--- src/rtl/tccw_pkg.sv ---
// Shared types and constants for the text console cursor writer.
// No dependencies; imported by every module of the block.
`default_nettype none

package tccw_pkg;

    localparam int CHAR_W   = 8;
    localparam int COLOUR_W = 8;
    localparam int ENTRY_W  = CHAR_W + COLOUR_W;

    // Port widths of the result word
    localparam int ADDR_PORT_W = 11;
    localparam int ROW_PORT_W  = 5;
    localparam int COL_PORT_W  = 7;

    localparam logic [CHAR_W-1:0] CH_BACKSPACE = 8'd8;
    localparam logic [CHAR_W-1:0] CH_NEWLINE   = 8'd10;
    localparam logic [CHAR_W-1:0] CH_BLANK     = 8'd32;

    localparam int QUEUE_DEPTH = 2;
    localparam int QPTR_W      = $clog2(QUEUE_DEPTH);
    localparam int QCNT_W      = $clog2(QUEUE_DEPTH + 1);

    typedef enum logic [1:0] {
        KIND_PRINT,
        KIND_BACKSPACE,
        KIND_NEWLINE
    } t_kind;

    // Classified word passed from front to back
    typedef struct packed {
        t_kind             kind;
        logic [CHAR_W-1:0] char_code;
    } t_op;

    // Queue status seen by the front
    typedef struct packed {
        logic full;
        logic empty;
    } t_qstat;

endpackage : tccw_pkg

`default_nettype wire

--- src/rtl/tccw_front.sv ---
// Front end: accepts character words and classifies them.
// Depends on tccw_pkg; feeds tccw_queue.
`default_nettype none

module tccw_front
    import tccw_pkg::*;
(
    input  wire logic              i_valid,
    input  wire logic [CHAR_W-1:0] i_char_code,
    output logic                   o_ready,
    input  wire t_qstat            i_qstat,
    output logic                   o_push,
    output t_op                    o_op
);

    assign o_ready = !i_qstat.full;
    assign o_push  = i_valid && !i_qstat.full;

    always_comb begin
        o_op.char_code = i_char_code;
        case (i_char_code)
            CH_BACKSPACE: begin
                o_op.kind = KIND_BACKSPACE;
            end
            CH_NEWLINE: begin
                o_op.kind = KIND_NEWLINE;
            end
            default: begin
                o_op.kind = KIND_PRINT;
            end
        endcase
    end

endmodule : tccw_front

`default_nettype wire

--- src/rtl/tccw_queue.sv ---
// Short queue of classified words between front and back.
// Depends on tccw_pkg.
`default_nettype none

module tccw_queue
    import tccw_pkg::*;
(
    input  wire logic i_clk,
    input  wire logic i_rst_n,
    input  wire logic i_push,
    input  wire t_op  i_op,
    input  wire logic i_pop,
    output t_op       o_op,
    output t_qstat    o_qstat
);

    t_op                r_mem [QUEUE_DEPTH];
    logic [QPTR_W-1:0]  r_wr_ptr, n_wr_ptr;
    logic [QPTR_W-1:0]  r_rd_ptr, n_rd_ptr;
    logic [QCNT_W-1:0]  r_count, n_count;
    logic               do_pop;

    assign do_pop         = i_pop && (r_count != '0);
    assign o_qstat.full   = (r_count == QCNT_W'(QUEUE_DEPTH));
    assign o_qstat.empty  = (r_count == '0);
    assign o_op           = r_mem[r_rd_ptr];

    always_comb begin
        n_wr_ptr = r_wr_ptr;
        n_rd_ptr = r_rd_ptr;
        n_count  = r_count;
        if (i_push) begin
            n_wr_ptr = (r_wr_ptr == QPTR_W'(QUEUE_DEPTH - 1)) ? '0 : r_wr_ptr + 1'b1;
        end
        if (do_pop) begin
            n_rd_ptr = (r_rd_ptr == QPTR_W'(QUEUE_DEPTH - 1)) ? '0 : r_rd_ptr + 1'b1;
        end
        case ({i_push, do_pop})
            2'b10:   n_count = r_count + 1'b1;
            2'b01:   n_count = r_count - 1'b1;
            default: n_count = r_count;
        endcase
    end

    always_ff @(posedge i_clk) begin
        if (!i_rst_n) begin
            r_wr_ptr <= '0;
            r_rd_ptr <= '0;
            r_count  <= '0;
        end else begin
            r_wr_ptr <= n_wr_ptr;
            r_rd_ptr <= n_rd_ptr;
            r_count  <= n_count;
        end
    end

    always_ff @(posedge i_clk) begin
        if (i_push) begin
            r_mem[r_wr_ptr] <= i_op;
        end
    end

endmodule : tccw_queue

`default_nettype wire

--- src/rtl/tccw_back.sv ---
// Back end: cursor state, colour register, cell write and result register.
// Depends on tccw_pkg; pops words from tccw_queue.
`default_nettype none

module tccw_back
    import tccw_pkg::*;
#(
    parameter int COLUMNS = 80,
    parameter int ROWS    = 25,
    parameter int ROW_W   = $clog2(ROWS + 1),
    parameter int COL_W   = $clog2(COLUMNS),
    parameter int ADDR_W  = $clog2(ROWS * COLUMNS)
)(
    input  wire logic                i_clk,
    input  wire logic                i_rst_n,
    input  wire logic                i_cfg_wr_en,
    input  wire logic [COLOUR_W-1:0] i_text_colour,
    input  wire t_op                 i_op,
    input  wire t_qstat              i_qstat,
    output logic                     o_pop,
    output logic                     o_valid,
    input  wire logic                i_ready,
    output logic                     o_write_enable,
    output logic [ADDR_W-1:0]        o_cell_address,
    output logic [ENTRY_W-1:0]       o_cell_entry,
    output logic [ROW_W-1:0]         o_row,
    output logic [COL_W-1:0]         o_col,
    output logic                     o_off_screen
);

    localparam logic [COL_W-1:0] COL_LAST = COL_W'(COLUMNS - 1);
    localparam logic [ROW_W-1:0] ROW_END  = ROW_W'(ROWS);

    logic [COLOUR_W-1:0] r_colour;
    logic [ROW_W-1:0]    r_row, n_row;
    logic [COL_W-1:0]    r_col, n_col;
    logic                r_valid;
    logic                r_we, n_we;
    logic [ADDR_W-1:0]   r_addr, n_addr;
    logic [ENTRY_W-1:0]  r_entry, n_entry;
    logic                r_off, n_off;
    logic [ROW_W-1:0]    row_inc;
    logic                want_write;
    logic [CHAR_W-1:0]   wr_char;
    logic [ROW_W-1:0]    wr_row;
    logic [COL_W-1:0]    wr_col;

    // Advance when the result register is free or being taken
    assign o_pop   = !i_qstat.empty && (!r_valid || i_ready);
    assign row_inc = (r_row < ROW_END) ? r_row + 1'b1 : r_row;

    always_comb begin
        n_row      = r_row;
        n_col      = r_col;
        want_write = 1'b0;
        wr_char    = i_op.char_code;
        wr_row     = r_row;
        wr_col     = r_col;
        case (i_op.kind)
            KIND_BACKSPACE: begin
                if (r_col != '0) begin
                    n_col = r_col - 1'b1;
                end else if (r_row != '0) begin
                    n_row = r_row - 1'b1;
                    n_col = COL_LAST;
                end
                want_write = 1'b1;
                wr_char    = CH_BLANK;
                wr_row     = n_row;
                wr_col     = n_col;
            end
            KIND_NEWLINE: begin
                n_col = '0;
                n_row = row_inc;
            end
            default: begin
                want_write = 1'b1;
                if (r_col == COL_LAST) begin
                    n_col = '0;
                    n_row = row_inc;
                end else begin
                    n_col = r_col + 1'b1;
                end
            end
        endcase
    end

    always_comb begin
        n_we    = 1'b0;
        n_off   = 1'b0;
        n_addr  = '0;
        n_entry = '0;
        if (want_write) begin
            if (wr_row < ROW_END) begin
                n_we    = 1'b1;
                n_addr  = ADDR_W'(wr_row) * ADDR_W'(COLUMNS) + ADDR_W'(wr_col);
                n_entry = {r_colour, wr_char};
            end else begin
                n_off = 1'b1;
            end
        end
    end

    always_ff @(posedge i_clk) begin
        if (!i_rst_n) begin
            r_colour <= '0;
            r_row    <= '0;
            r_col    <= '0;
            r_valid  <= 1'b0;
        end else begin
            if (i_cfg_wr_en) begin
                r_colour <= i_text_colour;
            end
            if (o_pop) begin
                r_row   <= n_row;
                r_col   <= n_col;
                r_valid <= 1'b1;
            end else if (i_ready) begin
                r_valid <= 1'b0;
            end
        end
    end

    // Result payload, loaded on each pop
    always_ff @(posedge i_clk) begin
        if (o_pop) begin
            r_we    <= n_we;
            r_addr  <= n_addr;
            r_entry <= n_entry;
            r_off   <= n_off;
        end
    end

    assign o_valid        = r_valid;
    assign o_write_enable = r_we;
    assign o_cell_address = r_addr;
    assign o_cell_entry   = r_entry;
    assign o_row          = r_row;
    assign o_col          = r_col;
    assign o_off_screen   = r_off;

endmodule : tccw_back

`default_nettype wire

--- src/rtl/text_console_cursor_writer_top.sv ---
// Text console cursor writer: character words in, text-cell writes out.
// Input channel: i_valid / o_ready with i_char_code, one character per word.
// Output channel: o_valid / i_ready with one result word per character:
// write enable, cell address, cell entry (colour high byte, character low
// byte), cursor row and column after the character, and an off-screen flag.
// Colour register: written by i_cfg_wr_en / i_text_colour; the user must
// write it only while idle, not enforced by the block. Throughput: one
// character per cycle while i_ready is high, set by the single cursor
// update and cell-address multiply in the back end. A two-word queue sits
// between the front (classify) and the back (cursor update, result
// register). When the receiver stalls the result holds, the back stops and
// the queue fills; o_ready drops once it is full.
// Synchronous reset puts the cursor at row 0, column 0, colour 0, and
// empties the queue and the result register.
// Depends on tccw_pkg, tccw_front, tccw_queue and tccw_back.
`default_nettype none

module text_console_cursor_writer_top
    import tccw_pkg::*;
#(
    parameter int COLUMNS = 80,
    parameter int ROWS    = 25
)(
    input  wire logic                   i_clk,
    input  wire logic                   i_rst_n,
    input  wire logic                   i_cfg_wr_en,
    input  wire logic [COLOUR_W-1:0]    i_text_colour,
    input  wire logic                   i_valid,
    output logic                        o_ready,
    input  wire logic [CHAR_W-1:0]      i_char_code,
    output logic                        o_valid,
    input  wire logic                   i_ready,
    output logic                        o_write_enable,
    output logic [ADDR_PORT_W-1:0]      o_cell_address,
    output logic [ENTRY_W-1:0]          o_cell_entry,
    output logic [ROW_PORT_W-1:0]       o_cursor_row_out,
    output logic [COL_PORT_W-1:0]       o_cursor_col_out,
    output logic                        o_off_screen
);

    localparam int ROW_W  = $clog2(ROWS + 1);
    localparam int COL_W  = $clog2(COLUMNS);
    localparam int ADDR_W = $clog2(ROWS * COLUMNS);

    t_qstat             w_qstat;
    t_op                w_front_op;
    t_op                w_queue_op;
    logic               w_push;
    logic               w_pop;
    logic [ADDR_W-1:0]  w_addr;
    logic [ROW_W-1:0]   w_row;
    logic [COL_W-1:0]   w_col;

    tccw_front u_front (
        .i_valid     (i_valid),
        .i_char_code (i_char_code),
        .o_ready     (o_ready),
        .i_qstat     (w_qstat),
        .o_push      (w_push),
        .o_op        (w_front_op)
    );

    tccw_queue u_queue (
        .i_clk   (i_clk),
        .i_rst_n (i_rst_n),
        .i_push  (w_push),
        .i_op    (w_front_op),
        .i_pop   (w_pop),
        .o_op    (w_queue_op),
        .o_qstat (w_qstat)
    );

    tccw_back #(
        .COLUMNS (COLUMNS),
        .ROWS    (ROWS),
        .ROW_W   (ROW_W),
        .COL_W   (COL_W),
        .ADDR_W  (ADDR_W)
    ) u_back (
        .i_clk          (i_clk),
        .i_rst_n        (i_rst_n),
        .i_cfg_wr_en    (i_cfg_wr_en),
        .i_text_colour  (i_text_colour),
        .i_op           (w_queue_op),
        .i_qstat        (w_qstat),
        .o_pop          (w_pop),
        .o_valid        (o_valid),
        .i_ready        (i_ready),
        .o_write_enable (o_write_enable),
        .o_cell_address (w_addr),
        .o_cell_entry   (o_cell_entry),
        .o_row          (w_row),
        .o_col          (w_col),
        .o_off_screen   (o_off_screen)
    );

    // Fit internal widths to the port widths
    assign o_cell_address   = ADDR_PORT_W'(w_addr);
    assign o_cursor_row_out = ROW_PORT_W'(w_row);
    assign o_cursor_col_out = COL_PORT_W'(w_col);

    a_we_off_exclusive: assert property (@(posedge i_clk) disable iff (!i_rst_n)
        o_valid |-> !(o_write_enable && o_off_screen))
        else $error("write enable and off-screen flag both set");

    a_row_saturates: assert property (@(posedge i_clk) disable iff (!i_rst_n)
        w_row <= ROW_W'(ROWS))
        else $error("cursor row beyond saturation");

    a_addr_on_screen: assert property (@(posedge i_clk) disable iff (!i_rst_n)
        (o_valid && o_write_enable) |-> (32'(w_addr) < 32'(ROWS * COLUMNS)))
        else $error("cell address off screen");

    a_empty_latency: assert property (@(posedge i_clk) disable iff (!i_rst_n)
        (i_valid && o_ready && w_qstat.empty && !o_valid) |=> ##1 o_valid)
        else $error("result missing two cycles after accept into empty block");

endmodule : text_console_cursor_writer_top

`default_nettype wire

--- config.mk ---
export PLATFORM = sky130hd
export DESIGN_NAME = text_console_cursor_writer_top
export DESIGN_NICKNAME = d
export VERILOG_FILES = /design/src/rtl/tccw_pkg.sv /design/src/rtl/tccw_front.sv /design/src/rtl/tccw_queue.sv /design/src/rtl/tccw_back.sv /design/src/rtl/text_console_cursor_writer_top.sv
export SDC_FILE = /design/constraint.sdc
export NUM_CORES = 1
export LEC_CHECK = 0
export ABC_AREA = 0
export BUFFER_PORTS_ARGS = -buffer_cell sky130_fd_sc_hd__buf_2
export CAP_MARGIN = 20
export CORE_MARGIN = 10
export CORE_UTILIZATION = 55
export CTS_CLUSTER_DIAMETER = 120
export DETAILED_ROUTE_END_ITERATION = 8
export HOLD_SLACK_MARGIN = 0.08
export PLACE_DENSITY = 0.78
export SLEW_MARGIN = 20
export SYNTH_ARGS = -nofsm -noshare
export SYNTH_HDL_FRONTEND = slang
export SYNTH_SLANG_ARGS = --single-unit
--- constraint.sdc ---
create_clock -name i_clk -period 7.19 [get_ports i_clk]
set_input_delay 1.438 -clock i_clk [delete_from_list [all_inputs] [get_ports i_clk]]
set_output_delay 1.438 -clock i_clk [all_outputs]
set_load 0.01 [all_outputs]
# Yosys cells after proc, flatten, opt, wreduce, memory -nomap -nowiden
# Memory sizes are Yosys's and may differ from the RTL's. A register that Yosys moved wholly into a read port is not among the register bits.
# Cells that the tools add are included.
[word_totals]
n_memories = 1
elab_cells = 75
ramBits = 20
reg_bits = 54
output_inout_bits = 43
in_bits = 21
[classes]
mul = 1
n_lt_le_gt_ge = 2
addsub = 9
n_eq_ne = 8
bitwise = 1
mux = 24
n_reduce_logical = 17
[memory_table]
columns = ["name", "depth", "word_bits", "rd", "rd_ports_with_merged_regs", "write_ports", "line_no", "text"]
rows = [
  ["u_queue.r_mem", 2, 10, 1, 1, 1, "tccw_queue.sv:17", "t_op r_mem [QUEUE_DEPTH];"],
]
[op_table]
columns = ["cell", "n"]
rows = [
  ["7-bit 2-to-1 mux", 4],
  ["5-bit 2-to-1 mux", 5],
  ["8-bit by 4-bit equality test with 1-bit output (second input constant)", 2],
  ["7-bit case mux with 2 select lines", 1],
  ["11-bit by 7-bit adder with 11-bit output", 1],
  ["5-bit < comparator (second input constant)", 2],
  ["1-bit 2-to-1 mux", 10],
  ["5-bit case mux with 2 select lines", 1],
  ["2-bit case mux with 2 select lines", 2],
  ["7-bit by 1-bit adder with 7-bit output (second input constant)", 1],
  ["7-bit equality test (second input constant)", 1],
  ["5-bit by 3-bit multiplier with 7-bit output (second input constant)", 1],
  ["7-bit nonzero test", 1],
  ["7-bit by 1-bit subtractor with 7-bit output (second input constant)", 1],
  ["2-bit equality test (second input constant)", 3],
  ["6-bit 2-to-1 mux", 1],
  ["2-bit nonzero test", 3],
  ["5-bit by 1-bit adder with 5-bit output (second input constant)", 1],
  ["5-bit nonzero test", 1],
  ["5-bit by 1-bit subtractor with 5-bit output (second input constant)", 1],
  ["2-bit by 1-bit equality test with 1-bit output (second input constant)", 2],
  ["1-bit logical AND", 3],
  ["1-bit logical NOT", 3],
  ["3-bit nonzero test", 1],
  ["other kinds (9)", 10],
]

# Longest topological paths before layout
# Gate-level depths: netlist of the first run.
[logic_depth]
depth_word = 7
depth_mapped = 16
ltp_nobuf = 15

# Cells and area by module
# From an unflattened synthesis of the first run, not the netlist that was laid out.
[hier_totals]
hier_cells = 385
hier_area_um2 = 4162.7
[by_module_without_submodules]
columns = ["module", "seq_area_each_um2", "cells_each", "area_per_inst_um2", "instances"]
rows = [
  ["tccw_back", 1291.2, 317, 3105.5, 1],
  ["tccw_queue", 700.7, 54, 942.2, 1],
  ["tccw_front", 0.0, 14, 115.1, 1],
]

# Worst setup path before layout of the first run
# OpenSTA, ideal clock, no wires.
[synth_timing]
path_kind = "register to register"
from = "register with a tool-made name"
to = "register u_back.r_addr[10], in the netlist u_back.o_cell_address[10] (data pin)"
synth_period_minus_slack_ps = 4026
required_time_ps = 7025
setup_ps = 165
arrival_time_ps = 3861
slack_ps = 3164
path_buffers = 2
stages_incl_launch_ff = 16
cell_sequence = "dfxtp_1 > clkbuf_1 > mux2i_1 > inv_1 > ha_1 > nand2_1 > nor3_4 > a21boi_1 > clkbuf_1 > ha_1 > fa_1 > nand2_1 > nor3_1 > xor2_1 > or3_1 > o31ai_2"
[synth_rtl]
columns = ["item", "line_no", "text"]
rows = [
  ["end signal, assigned", "tccw_back.sv:128", "r_addr <= n_addr;"],
  ["end, declared", "tccw_back.sv:39", "logic [ADDR_W-1:0] r_addr, n_addr;"],
]

==> metrics.yaml, run 1 <==
status: "complete, no violations"
synth_seq_cells: 75
final.min_clock_period_ns: 4.40
numCtsBuffers: 9
initial_core_util_pct: 56.6
drt-wirelength-per-cell_um: 16.4
min_period_over_period_pct: 61.2
seq_area_sq_um: 1990
route.detailed.drc: 0
worstPathRequired_ns: 7.37
dr_total_vias: 3099
synth_top_area_cell: "edfxtp_1"
path_class: "flop to flop"
yosysTopAreaCellShare_pct: 35.8
ys_types: 61
tightest_slew_ns: 0.896
crit_fanout: 31
rsz0062_at_grt: "false"
die_y_um: 106
grt_max_degree: 41
fmax_mhz: 227
setup_viol: 0
nets: 473
start_kind: "flop"
multi_input_area_sq_um: 1960
routed_wl_mm: 8.82
clk_latency_ns: 0.35
drt_iter0_markers: 232
p_leak_nw: 1.85
layout_commonest_cell: "buf_2"
fillers: 580
ys.flop_type: "edfxtp_1"
drive_gt1_share_pct: 26.7
power_density_nw_per_um2: 380
grt_pass1_wl_mm: 14.4
p_total_mw: 1.76
synth_seq_area_share_pct: 48.5
critPathArrivalTime_ns: 4.58
place_hpwl_mm: 6.31
antenna_cells: 0
finalSetupTns_ns: 0
synth-async-reset-ratio_pct: 0
final_cell_area_sq_um: 4630
cts_hold_buf: 0
port_buffers: 63
hold_viol: 0
root_buffer: "clkbuf_8"
syn_inst: 380
grt_pass1_vias: 3000
vdd_drop_max_mv: 0.222
endpoint_kind: "flop"
synth_area_sq_um: 4110
detail-route-antenna-nets: 0
die_area_sq_um: 11300
htreeDepth: 3
synth_edf_count: 49
rows: 31
grt_overflow: 0
synth.area.top_cells: "edfxtp_1, dfxtp_1, ha_1, mux2i_1, a21oi_2"
post_cts_buffers: 0
final_util_pct: 63.9
hp-class: "flop to flop"
area_growth_pct: 12.9
tritoncts: "done"
clock-sinks: 75
postSynthAreaPerCell_sq_um: 10.8
place_area_sq_um: 4470
antenna_found_initial: 0
dr.pass1.iters: 5
fin_worst_skew_ns: 0.0110
layout_common_cells: "buf_2, edfxtp_1, nor2_1"
cts_resized: 0
core_area_sq_um: 7250
place_congestion: 0.891
pin_count: 64
clkTransAtPathRegs_ns: 0.08
relSlewSlack_pct: 40.0
synth_fp_nets: 420
drv_cap: 0
via_per_inst: 5.77
ys_warn_count: 0
gr-usage-all-layers_pct: 15.5
die_x_um: 106
drv_slew: 0
clockBufferDepth: 2
==> sequential cells by signal, indices dropped and copies added (netlist names), 2 cells and up, named ones only <==
signal	count
u_back.r_colour	8
u_back.o_cell_entry	16
u_back.o_row	5
u_back.o_cell_address	11
u_back.o_col	7
u_queue.r_mem	20
u_queue.r_count	2
==> kinds of logic after synthesis <==
kind of cell             share of synthesized area (%)
AND/OR/NAND/NOR                                   16.3
AO/OA/AOI/OAI                                     16.2
flip-flops                                        48.5
buffers and inverters                             3.84
multiplexers                                      5.76
adder cells (fa/ha/maj)                           6.16
XOR/XNOR                                          3.20
==> report_power, final <==
group | total [mW] | internal, mW | switching [mW] | leakage, nW
logic | 0.788 | 0.305 | 0.483 | 1.08
clock network | 0.286 | 0.125 | 0.161 | 0.0803
registers | 0.686 | 0.618 | 0.0682 | 0.683
total | 1.76 | 1.05 | 0.712 | 1.85
==> cells in the mapped netlist (3+ instances only) <==
| library cell | number |
|---|---|
| inv_1 | 12 |
| and3_1 | 6 |
| a21oi_2 | 14 |
| nand4_1 | 3 |
| or3_1 | 5 |
| a211oi_2 | 6 |
| clkbuf_1 | 19 |
| nand2_1 | 22 |
| a31oi_1 | 7 |
| a21o_1 | 3 |
| xor2_1 | 6 |
| mux2i_1 | 20 |
| nor2b_1 | 7 |
| nor3_1 | 7 |
| edfxtp_1 | 49 |
| nor2_1 | 30 |
| nand3_1 | 7 |
| a31o_2 | 3 |
| nand2b_1 | 14 |
| nor4_1 | 9 |
| a21oi_1 | 12 |
| dfxtp_1 | 26 |
| xnor2_1 | 9 |
| o21ai_0 | 18 |
| a211oi_1 | 4 |
| buf_2 | 3 |
| ha_1 | 17 |
==> final cells by class <==
cell class	count	area share [%]
inverter	12	0.972
sequential	75	43.0
multi-input combinational	268	42.3
timing repair buffer	67	7.45
tap	99	2.67
clock buffer	10	2.75
clock inverter	6	0.891
==> path summary, 6_finish.rpt <==
path / from / end / slack (ns) / cells after the start
min reg2reg: u_back.r_colour[5] / u_back.r_colour[5] / 0.50 / 2
min: u_back.r_colour[5] / u_back.r_colour[5] / 0.50 / 2
max reg2reg: flop / u_back.o_cell_address[10] / 2.79 / 15
max: flop / u_back.o_cell_address[10] / 2.79 / 15
==> metrics by stage <==
step           worst slack, ns  hold WS, ns  instances
3_5_place_dp              2.86        0.482        521
5_1_grt                   2.55        0.533        537
4_1_cts                   2.81        0.503        537
2_1_floorplan             3.16        0.462        380
3_3_place_gp              3.09        0.481        521
6_report                  2.79        0.497        537
==> critical path: stages, from the launching register on <==
cell	delay [ns]
dfxtp_1	0.70
mux2i_1	0.30
ha_1	0.18
buf_4	0.31
nand2_1	0.15
nor3_4	0.23
mux2i_1	0.46
inv_1	0.12
ha_1	0.22
ha_1	0.22
fa_1	0.53
nand2_1	0.08
nor3_1	0.21
xor2_1	0.11
or3_1	0.33
o31ai_2	0.07
==> per-layer routing <==
layer	wire length [um]	vias to the layer above	global-route usage (%)
met5	0	-	0
met3	683	22	5.19
met1	3750	1443	18.3
li1	-	1519	-
met4	233	0	7.06
met2	4160	115	25.1
No activity file was read; power rests on OpenSTA's default activity.
==> run 2, diff against run 1 <==
- clock period: 7.19 -> 4.4 ns (I/O delays scaled with it)
==> metrics.yaml, run 2 (same netlist as run 1, synthesis figures left out) <==
status: "complete, no violations"
grt_pass1_wl_mm: 14.3
worst-r2r-cell-count: 14
place_congestion: 0.904
initial_core_util_pct: 56.6
crit_fanout: 14
top_register: "u_queue.r_mem"
wirelength_met1_mm: 3.72
path_class: "flop to flop"
layout_common_cells: "buf_2, edfxtp_1, nor2_1"
pin_count: 64
dpl.cell_count: 523
cp_slowest_stage_delay_ns: 0.53
largest_reg_flops: 20
cts_resized: 0
vdd_drop_max_mv: 0.373
hold_viol: 0
cpMostUsedCell: "ha_1"
clockBufferDepth: 2
core_area_sq_um: 7250
port_buffers: 63
clkTransAtPathRegs_ns: 0.08
layout_commonest_cell: "buf_2"
p_leak_nw: 1.88
antenna_cells: 0
numCtsBuffers: 9
die_x_um: 106
critPathArrivalTime_ns: 4.12
root_buffer: "clkbuf_8"
drt_iter0_markers: 116
hp-class: "flop to flop"
min_from: "u_back.r_colour[6]"
post_cts_buffers: 0
fin_cells: 539
clk_latency_ns: 0.35
dr_total_vias: 3035
drt-wirelength-per-cell_um: 16.2
drv_cap: 0
power_density_nw_per_um2: 627
nets: 475
gr-usage-all-layers_pct: 15.4
route.detailed.drc: 0
clock-sinks: 75
holdPathEnd: "u_back.r_colour[6]"
start_kind: "flop"
wl_met3_um: 633
fmax_mhz: 254
area_growth_pct: 13.8
dr.pass1.iters: 5
htreeDepth: 3
finalSetupTns_ns: 0
rsz0062_at_grt: "false"
slowest_stage: "fa_1"
antenna_found_initial: 0
fillers: 607
grt_pass1_vias: 2939
relSlewSlack_pct: 40.8
tritoncts: "done"
met2RoutedLength_mm: 4.30
via_per_inst: 5.63
die_y_um: 106
tightest_slew_ns: 0.886
r2r_slack_ns: 0.46
rows: 31
fin_worst_skew_ns: 0.00720
detail-route-antenna-nets: 0
hold_depth: 2
routed_wl_mm: 8.72
top_layer_used: "met4"
min_period_over_period_pct: 89.5
crit_chain: "mux2i_1, ha_1, nand2_1, nor3_4, mux2i_1, inv_1, ha_1, ha_1, fa_1, nand2_1, nor3_1, xor2_1, or3_1, o31ai_2"
drive_gt1_share_pct: 27.3
worstPathRequired_ns: 4.58
place_hpwl_mm: 6.39
drv_slew: 0
grt_max_degree: 41
final.min_clock_period_ns: 3.94
die_area_sq_um: 11300
cts_hold_buf: 0
r2r-end: "u_back.o_cell_address[10]"
setup_viol: 0
endpoint_kind: "flop"
grt_overflow: 0
[run 2: worst max path at each step]
stage | from | to | slack [ns] | cells past startpoint
CTS | flop | u_back.o_cell_address[10] | 0.43 | 14
global placement | flop | u_back.o_cell_address[10] | 0.59 | 13
finish | flop | u_back.o_cell_address[10] | 0.46 | 14
floorplan | flop | u_back.o_cell_address[10] | 0.37 | 15
detailed placement | flop | u_back.o_cell_address[10] | 0.45 | 14
global route | flop | u_back.o_cell_address[10] | 0.05 | 14
[run 2: layer usage]
layer | track usage [%] | up-vias
met5 | 0 | -
met4 | 5.61 | 0
met3 | 5.62 | 8
met2 | 24.6 | 98
met1 | 18.8 | 1413
li1 | - | 1516
[run 2: metrics by stage]
stage | setup WS [ns] | instance area, sq um | util [%] | hold slack [ns] | total power [mW]
floorplan | 0.374 | 4110 | - | 0.462 | 2.04
global placement | 0.595 | 4480 | 61.8 | 0.477 | 2.39
detailed placement | 0.448 | 4480 | 61.8 | 0.484 | 2.42
CTS | 0.430 | 4670 | 64.4 | 0.504 | 2.95
global route | 0.0501 | 4670 | 64.4 | 0.528 | 3.14
finish | 0.462 | 4670 | 64.4 | 0.500 | 2.93
[run 2: critical path: cells and delay by family (launching register included)]
family | cells | cell delay (ns)
compound gates | 1 | 0.07
xor+xnor | 1 | 0.10
fa+ha+maj | 4 | 1.42
buf+inv | 1 | 0.12
flops | 1 | 0.38
mux | 2 | 0.68
simple gates | 5 | 1.01
[run 2: final cells by class]
type                       count  area, sq um  area share, %
sequential                    75         1990           42.6
multi-input combinational    268         1960           41.9
timing repair buffer          69          360           7.71
clock buffer                  10          128           2.73
tap                           99          124           2.65
clock inverter                 6         65.1           1.39
inverter                      12         45.0          0.964
[run 2: power breakdown]
group	total, mW	switching, mW	leakage [nW]	internal (mW)
Sequential	1.11	0.0966	0.683	1.01
Clock	0.520	0.257	0.0966	0.263
Combinational	1.31	0.803	1.10	0.502
Total	2.93	1.16	1.88	1.77
